### config.mk
export PLATFORM = sky130hd
export DESIGN_NAME = stream_byte_reassembler_core
export DESIGN_NICKNAME = d
export VERILOG_FILES = /design/src/hdl/sbr_pkg.sv /design/src/hdl/stream_byte_reassembler_core.sv /design/src/hdl/sbr_ring.sv
export SDC_FILE = /design/constraint.sdc
export NUM_CORES = 2
export LEC_CHECK = 0
export BUFFER_PORTS_ARGS = -buffer_cell sky130_fd_sc_hd__buf_2
export CORE_ASPECT_RATIO = 0.7
export CORE_MARGIN = 3
export CORE_UTILIZATION = 64
export CTS_CLUSTER_SIZE = 40
export DETAILED_ROUTE_END_ITERATION = 8
export PLACE_DENSITY_LB_ADDON = 0.08
export SYNTH_ARGS = -nofsm -noshare
export SYNTH_HDL_FRONTEND = slang
export SYNTH_SLANG_ARGS = --single-unit
### constraint.sdc
create_clock -name clk -period 10.3 [get_ports clk]
set_input_delay 0.515 -clock clk [delete_from_list [all_inputs] [get_ports clk]]
set_output_delay 0.515 -clock clk [all_outputs]
set_load 0.01 [all_outputs]
### src/hdl/sbr_pkg.sv
// Shared types and constants for the stream byte reassembler.
package sbr_pkg;

  localparam int BYTE_W     = 8;
  localparam int SLOT_IDX_W = 6;

  typedef struct packed {
    logic                  wr_en;
    logic [SLOT_IDX_W-1:0] wr_slot;
    logic [BYTE_W-1:0]     wr_data;
    logic                  rd_en;
    logic [SLOT_IDX_W-1:0] rd_slot;
  } ring_req_t;

endpackage

### src/hdl/stream_byte_reassembler_core.sv
// Top level of the stream byte reassembler: window check, release sequencer and result port.
//
// A request is taken when start is high and busy is low. In that cycle the byte is checked
// against the window and written into the slot ring. Then the block releases held bytes in
// stream order, one per cycle through the ring memory's read port; a request that releases
// nothing gives one status result. Each result sits on the out_ ports for exactly one cycle,
// marked by out_strobe, and must be taken then: the receiver cannot stall the block. The last
// result of a request carries out_last_in_run.
module stream_byte_reassembler_core #(
  parameter int WINDOW = 64
) (
  input  logic        clk,
  input  logic        rst_n,
  input  logic        start,
  output logic        busy,
  input  logic        in_has_byte,
  input  logic [7:0]  in_data_byte,
  input  logic [63:0] in_stream_index,
  input  logic        in_is_final,
  input  logic [6:0]  in_room,
  output logic        out_strobe,
  output logic        out_valid,
  output logic [7:0]  out_byte,
  output logic        out_last_in_run,
  output logic        out_stream_closed,
  output logic [6:0]  out_pending_count
);

  localparam int SW = (WINDOW > 1) ? $clog2(WINDOW) : 1;

  typedef enum logic {
    ST_IDLE,
    ST_DRAIN
  } state_t;

  state_t      state_r;
  logic [63:0] ne_r;
  logic [SW-1:0] ns_r;
  logic [6:0]  held_cnt_r;
  logic        end_known_r;
  logic [63:0] end_idx_r;
  logic        closed_r;
  logic        out_strobe_r;
  logic        out_valid_r;
  logic        out_last_r;
  logic        out_closed_r;
  logic [6:0]  out_pending_r;

  logic [WINDOW-1:0] held;
  logic [7:0]        rd_data;
  sbr_pkg::ring_req_t ring_req;

  logic        accept;
  logic [6:0]  room_eff;
  logic [63:0] offset;
  logic        in_window;
  logic [7:0]  slot_sum;
  logic [7:0]  slot_adj;
  logic [SW-1:0] st_slot;
  logic        do_store;
  logic        end_known_nxt;
  logic [63:0] end_idx_nxt;
  logic        closed_nxt;

  logic [SW-1:0] ns_inc;
  logic [63:0] ne_inc;
  logic [6:0]  held_dec;
  logic        closed_drain;
  logic        head_held;

  assign accept   = start && (state_r == ST_IDLE);
  assign room_eff = (in_room > 7'(WINDOW)) ? 7'(WINDOW) : in_room;
  assign offset   = in_stream_index - ne_r;
  assign in_window = (in_stream_index >= ne_r) && (offset < {57'd0, room_eff});
  assign slot_sum = 8'(ns_r) + {1'b0, offset[6:0]};
  assign slot_adj = (slot_sum >= 8'(WINDOW)) ? (slot_sum - 8'(WINDOW)) : slot_sum;
  assign st_slot  = slot_adj[SW-1:0];
  assign do_store = accept && in_has_byte && !closed_r && in_window && !held[st_slot];

  always_comb begin
    end_known_nxt = end_known_r;
    end_idx_nxt   = end_idx_r;
    if (in_is_final && !end_known_r) begin
      end_known_nxt = 1'b1;
      end_idx_nxt   = in_has_byte ? (in_stream_index + 64'd1) : in_stream_index;
    end
    closed_nxt = closed_r || (end_known_nxt && (ne_r >= end_idx_nxt));
  end

  assign ns_inc       = (ns_r == SW'(WINDOW - 1)) ? '0 : (ns_r + SW'(1));
  assign ne_inc       = ne_r + 64'd1;
  assign held_dec     = (held_cnt_r != 7'd0) ? (held_cnt_r - 7'd1) : held_cnt_r;
  assign closed_drain = closed_r || (end_known_r && (ne_inc >= end_idx_r));
  assign head_held    = held[ns_r];

  always_comb begin
    ring_req         = '0;
    ring_req.wr_en   = do_store;
    ring_req.wr_slot = sbr_pkg::SLOT_IDX_W'(st_slot);
    ring_req.wr_data = in_data_byte;
    ring_req.rd_en   = (state_r == ST_DRAIN) && head_held;
    ring_req.rd_slot = sbr_pkg::SLOT_IDX_W'(ns_r);
  end

  sbr_ring #(
    .WINDOW(WINDOW)
  ) u_ring (
    .clk    (clk),
    .rst_n  (rst_n),
    .req    (ring_req),
    .held   (held),
    .rd_data(rd_data)
  );

  always_ff @(posedge clk) begin
    if (!rst_n) begin
      state_r       <= ST_IDLE;
      ne_r          <= '0;
      ns_r          <= '0;
      held_cnt_r    <= '0;
      end_known_r   <= 1'b0;
      end_idx_r     <= '0;
      closed_r      <= 1'b0;
      out_strobe_r  <= 1'b0;
      out_valid_r   <= 1'b0;
      out_last_r    <= 1'b0;
      out_closed_r  <= 1'b0;
      out_pending_r <= '0;
    end else begin
      out_strobe_r <= 1'b0;
      case (state_r)
        ST_IDLE: begin
          if (accept) begin
            end_known_r <= end_known_nxt;
            end_idx_r   <= end_idx_nxt;
            closed_r    <= closed_nxt;
            if (do_store) begin
              held_cnt_r <= held_cnt_r + 7'd1;
            end
            state_r <= ST_DRAIN;
          end
        end
        ST_DRAIN: begin
          out_strobe_r <= 1'b1;
          if (head_held) begin
            ne_r          <= ne_inc;
            ns_r          <= ns_inc;
            held_cnt_r    <= held_dec;
            closed_r      <= closed_drain;
            out_valid_r   <= 1'b1;
            out_last_r    <= !held[ns_inc];
            out_closed_r  <= closed_drain;
            out_pending_r <= held_dec;
            if (!held[ns_inc]) begin
              state_r <= ST_IDLE;
            end
          end else begin
            out_valid_r   <= 1'b0;
            out_last_r    <= 1'b1;
            out_closed_r  <= closed_r;
            out_pending_r <= held_cnt_r;
            state_r       <= ST_IDLE;
          end
        end
        default: begin
          state_r <= ST_IDLE;
        end
      endcase
    end
  end

  assign busy              = (state_r != ST_IDLE);
  assign out_strobe        = out_strobe_r;
  assign out_valid         = out_valid_r;
  assign out_byte          = out_valid_r ? rd_data : 8'd0;
  assign out_last_in_run   = out_last_r;
  assign out_stream_closed = out_closed_r;
  assign out_pending_count = out_pending_r;

endmodule

### src/hdl/sbr_ring.sv
// Slot ring: byte memory with a registered read port and per-slot held marks.
module sbr_ring #(
  parameter int WINDOW = 64
) (
  input  logic                        clk,
  input  logic                        rst_n,
  input  sbr_pkg::ring_req_t          req,
  output logic [WINDOW-1:0]           held,
  output logic [sbr_pkg::BYTE_W-1:0]  rd_data
);

  localparam int SW = (WINDOW > 1) ? $clog2(WINDOW) : 1;

  logic [sbr_pkg::BYTE_W-1:0] slot_mem [WINDOW];
  logic [sbr_pkg::BYTE_W-1:0] rd_data_r;
  logic [WINDOW-1:0]          held_r;

  always_ff @(posedge clk) begin
    if (req.wr_en) begin
      slot_mem[req.wr_slot[SW-1:0]] <= req.wr_data;
    end
    if (req.rd_en) begin
      rd_data_r <= slot_mem[req.rd_slot[SW-1:0]];
    end
  end

  always_ff @(posedge clk) begin
    if (!rst_n) begin
      held_r <= '0;
    end else begin
      if (req.wr_en) begin
        held_r[req.wr_slot[SW-1:0]] <= 1'b1;
      end
      if (req.rd_en) begin
        held_r[req.rd_slot[SW-1:0]] <= 1'b0;
      end
    end
  end

  assign held    = held_r;
  assign rd_data = rd_data_r;

endmodule

==> flow_summary_export.csv <==
group,metric,value,unit
placed_design,dp_hpwl,98900,µm
sta,fin_worst_skew,39.1,ps
detailed_routing,drt-wirelength-per-cell,27.3,µm
detailed_routing,dr.pass1.iters,7,
cells_and_area,area_growth,8.81,%
detailed_routing,drc_errors,0,
job,drv_cap,1,
yosys,synth_compound_area_share,20.5,%
critical_path,arrival,7900,ps
cells_and_area,fin_cells,5087,
yosys,synth-edff-count,520,
yosys,synthTopCellsByArea,"edfxtp_1 (37%), dfxtp_1 (10%), ha_1 (6.3%), a21oi_1 (3.4%), nor2_1 (3.4%)",
critical_path,critPathRequiredTime,10780,ps
yosys,syn_avg_cell_area,10.0,µm²
critical_path,r2r-start,"ne_r[5]",
clock_tree,cts-resized-gates,0,
critical_path,cp_max_fo,10,
clock_tree,cts_setup_buffers,0,
min_path,whs_endpoint,"end_known_r",
yosys,synth-seq-cells,739,
floorplanning,initial_core_util,65.4,%
floorplanning,dieArea,0.0685,mm²
sta,rsz0062_at_grt,"false",
clock_tree,clockBufferDepth,3,
sta,slew_violations,0,
clock_tree,cts-root-buf,"clkbuf_16",
placed_design,globalplace.congestion,1.08,
sta,setup_viol,0,
cells_and_area,multi_input_area,0.0204,mm²
min_path,holdCritPathClass,"in -> reg",
floorplanning,std_cell_rows,77,
floorplanning,die_w,311,µm
pwr,p_leak,15.2,nW
yosys,postSynthCellCount,4180,
yosys,seq_area_frac_synth,47.8,%
yosys,yosysWarnings,0,
clock_tree,cts_buffers,71,
pwr,p_clk_share,41.6,%
sta,hold-worst-slack,222,ps
yosys,async_flop_share,0,%
sta,hold_viol_final,0,
detailed_routing,drt_iter0_drc,6110,
clock_tree,clkLatencyLatePin,650,ps
critical_path,regToRegSetupSlack,2880,ps
critical_path,crit_slowest_cell,"nor4_1",
critical_path,crit_path_start_kind,"register",
clock_tree,clkSlewWorstSetupHoldPaths,60,ps
sta,max_freq,0.135,GHz
cells_and_area,seq_area,0.0200,mm²
cells_and_area,insertedDiodeCount,0,
global_route,grt_overflow,0,
cells_and_area,fill_cells,4734,
detailed_routing,dr_total_vias,36300,
global_route,grt_pass1_vias,32200,
yosys,synth_xor_area_share,4.24,%
cells_and_area,drive_gt1_share,9.27,%
clock_tree,htreeDepth,3,
sta,fin_crit,7420,ps
yosys,yosysTopAreaCell,"edfxtp_1",
clock_tree,cts.sinks,739,
yosys,synth-main-ff-cell,"edfxtp_1",
global_route,grt_pass1_wl,205000,µm
yosys,synth_top_family_by_area,"compound AO/OA/AOI/OAI gates",
cells_and_area,nets,4457,
yosys,synthSimpleGateAreaFrac,15.2,%
floorplanning,core-area,0.0639,mm²
yosys,syn_area,0.0418,mm²
placed_design,preCtsSetupSlack,3230,ps
detailed_routing,routed_wl,139000,µm
min_path,holdPathStages,3,
detailed_routing,post_drt_via_cell_ratio,7.13,
sta,finalCritPeriodShare,72.1,%
yosys,ys_types,100,
global_route,grt_usage,39.6,%
pwr,seqPwrFrac,48.7,%
critical_path,reg2reg_depth,20,
floorplanning,die_h,220,µm
detailed_routing,ant_nets,0,
sta,relSlewSlack,2.29,%
clock_tree,cts_tree,"built",
global_route,antenna_found_initial,1,
placed_design,dp.cells,4958,
sta,setup_slack,2880,ps
cells_and_area,fin_util,71.2,%
pwr,p_sw_share,25.1,%
pwr,comb_power_share,9.7,%
floorplanning,io_pins,104,
critical_path,end_kind,"register",
sta,setup_tns,0,ps
yosys,synth_fp_nets,4475,
pwr,cellPowerDensity,144,mW/mm²
critical_path,max_stage_delay,1030,ps
yosys,synth.area.mux_share,1.92,%
critical_path,critical_path_class,"reg -> reg",
outcome,violations,"capacitance limit",
placed_design,numPortBuffers,103,
sta,worst_pin_slew,1460,ps
global_route,grt_max_degree,101,
yosys,synth-adder-area-share,6.35,%
min_path,hold_start,"in_is_final",
clock_tree,holdBufCountCts,0,
critical_path,cp_cell_sequence,"nand4_1 -> nor4_1 -> nor4bb_1 -> nand3_1 -> nor4_2 -> nand3_1 -> or3_1 -> nor3_1 -> xnor2_1 -> ha_1 -> a21o_1 -> a21oi_1 -> nor2b_1 -> nor4_1 -> o21ai_0 -> a2111oi_0 -> o21ai_0 -> a31oi_1 -> a211o_1 -> o22ai_1",
yosys,synth_top_area_share,37.4,%
pwr,vdd_drop_max,0.148,mV
critical_path,r2r_end,"closed_r",
pwr,internal-power,4.92,mW
outcome,status,"finished, violations left",
pwr,p_sw,1.65,mW
==> worst max path at each step <==
stage / cells past startpoint / to / from / slack (ps)
after floorplan: 20 / u_ring.slot_mem[11][0] / in_stream_index[0] / 4640
after global placement: 21 / u_ring.slot_mem[11][4] / in_stream_index[0] / 3300
after detailed placement: 20 / u_ring.slot_mem[16][2] / in_stream_index[0] / 3230
after CTS: 20 / closed_r / ne_r[5] / 3170
after global routing: 20 / closed_r / ne_r[5] / 2410
final: 20 / closed_r / ne_r[5] / 2880
==> synthesized netlist by cell type, types with 8 or more instances <==
| cell | n |
|---|---|
| edfxtp_1 | 520 |
| nor4_1 | 77 |
| dfxtp_1 | 219 |
| nand2_1 | 275 |
| o31ai_1 | 39 |
| xnor2_1 | 152 |
| a22oi_1 | 140 |
| nor2_1 | 376 |
| and4_1 | 12 |
| nand3b_1 | 12 |
| o211ai_1 | 86 |
| o21bai_1 | 8 |
| a21o_1 | 90 |
| nor2b_1 | 25 |
| o21a_1 | 16 |
| or2_2 | 17 |
| a221oi_1 | 70 |
| or4_1 | 13 |
| a31oi_1 | 70 |
| a22o_1 | 61 |
| buf_1 | 24 |
| o21ai_0 | 192 |
| ha_1 | 209 |
| and3_1 | 24 |
| o22ai_1 | 29 |
| clkbuf_1 | 208 |
| xor2_1 | 48 |
| a211oi_1 | 42 |
| nand3_1 | 100 |
| mux2i_1 | 25 |
| inv_1 | 164 |
| a21oi_1 | 284 |
| mux4_2 | 22 |
| buf_2 | 22 |
| nand4_1 | 108 |
| or3_1 | 48 |
| nand2b_1 | 19 |
| and2_1 | 23 |
| o2111ai_1 | 40 |
| nor3_1 | 106 |
| o21ai_1 | 22 |
==> power groups by stage <==
stage	logic [mW]	registers [mW]	clock network, mW
after global routing	0.681	3.20	2.84
final	0.638	3.20	2.73
after floorplan	0.373	3.26	0
after CTS	0.610	3.20	2.73
after detailed placement	0.606	3.27	0
after global placement	0.604	3.27	0
==> metrics by stage <==
step	power (mW)	area [µm²]
floorplan	3.64	41800
global placement	3.87	43100
detailed placement	3.87	43100
CTS	6.54	45500
global route	6.73	45500
finish	6.57	45500
==> worst max-delay path, delay by kind of cell, from the launching register on <==
kind	cells	cell delay, ps
simple gates	10	4300
compound gates	8	2010
flops	1	510
fa+ha+maj	1	260
xor+xnor	1	180
==> layout make-up <==
cell class	count	area share (%)
Tap cell	869	2.39
Inverter	167	1.38
Clock inverter	35	1.02
Clock buffer	94	4.21
Timing Repair Buffer	169	2.23
Multi-Input combinational cell	3014	44.8
Sequential cell	739	44.0
==> per-layer routing <==
metal	global-route usage (%)	wire, µm	share of wire, %
met1	61.6	59700	43
met2	50.9	52800	38
met3	15.5	23300	17
met4	9.12	3150	2.3
met5	0.568	64	0.046
==> cells in the final DEF (no fill, tap or decap), types with 23 or more instances in the layout <==
master     count
and2_1        23
xor2_1        47
dfxtp_1      219
buf_4         68
a211oi_1      42
clkbuf_16     72
a31oi_1       70
o31ai_1       39
buf_2        101
nor2b_1       25
nand3_1      100
nor3_1       103
nor4_1        56
o2111ai_1     40
ha_1         209
nor2_1       374
o21ai_0      192
a21oi_1      284
a22o_1        61
o211ai_1      86
a22oi_1      140
mux2i_1       25
o22ai_1       29
a221oi_1      70
inv_1        163
xnor2_1      150
nand2_1      274
edfxtp_1     520
a21o_1        90
or3_1         48
nand4_1      108
==> flip-flops by register name (all words and copies together) (netlist names) <==
name,cells
u_ring.rd_data,8
busy,1
end_known_r,1
out_valid,1
out_pending_count,7
ns_r,6
out_last_in_run,1
closed_r,1
end_idx_r,64
out_strobe,1
ne_r,64
u_ring.slot_mem,512
u_ring.held,64
out_stream_closed,1
held_cnt_r,7
==> logic make-up (layout without fill, tap and decap cells) <==
| group | Yosys count | in the layout |
|---|---|---|
| AND/OR/NAND/NOR | 1279 | 1279 |
| AO/OA/AOI/OAI | 1271 | 1271 |
| flip-flops | 739 | 739 |
| buffers and inverters | 427 | 465 |
| adder cells (fa/ha/maj) | 211 | 211 |
| XOR/XNOR | 201 | 201 |
| multiplexers | 52 | 52 |
Power figures use the tool's default switching activity.
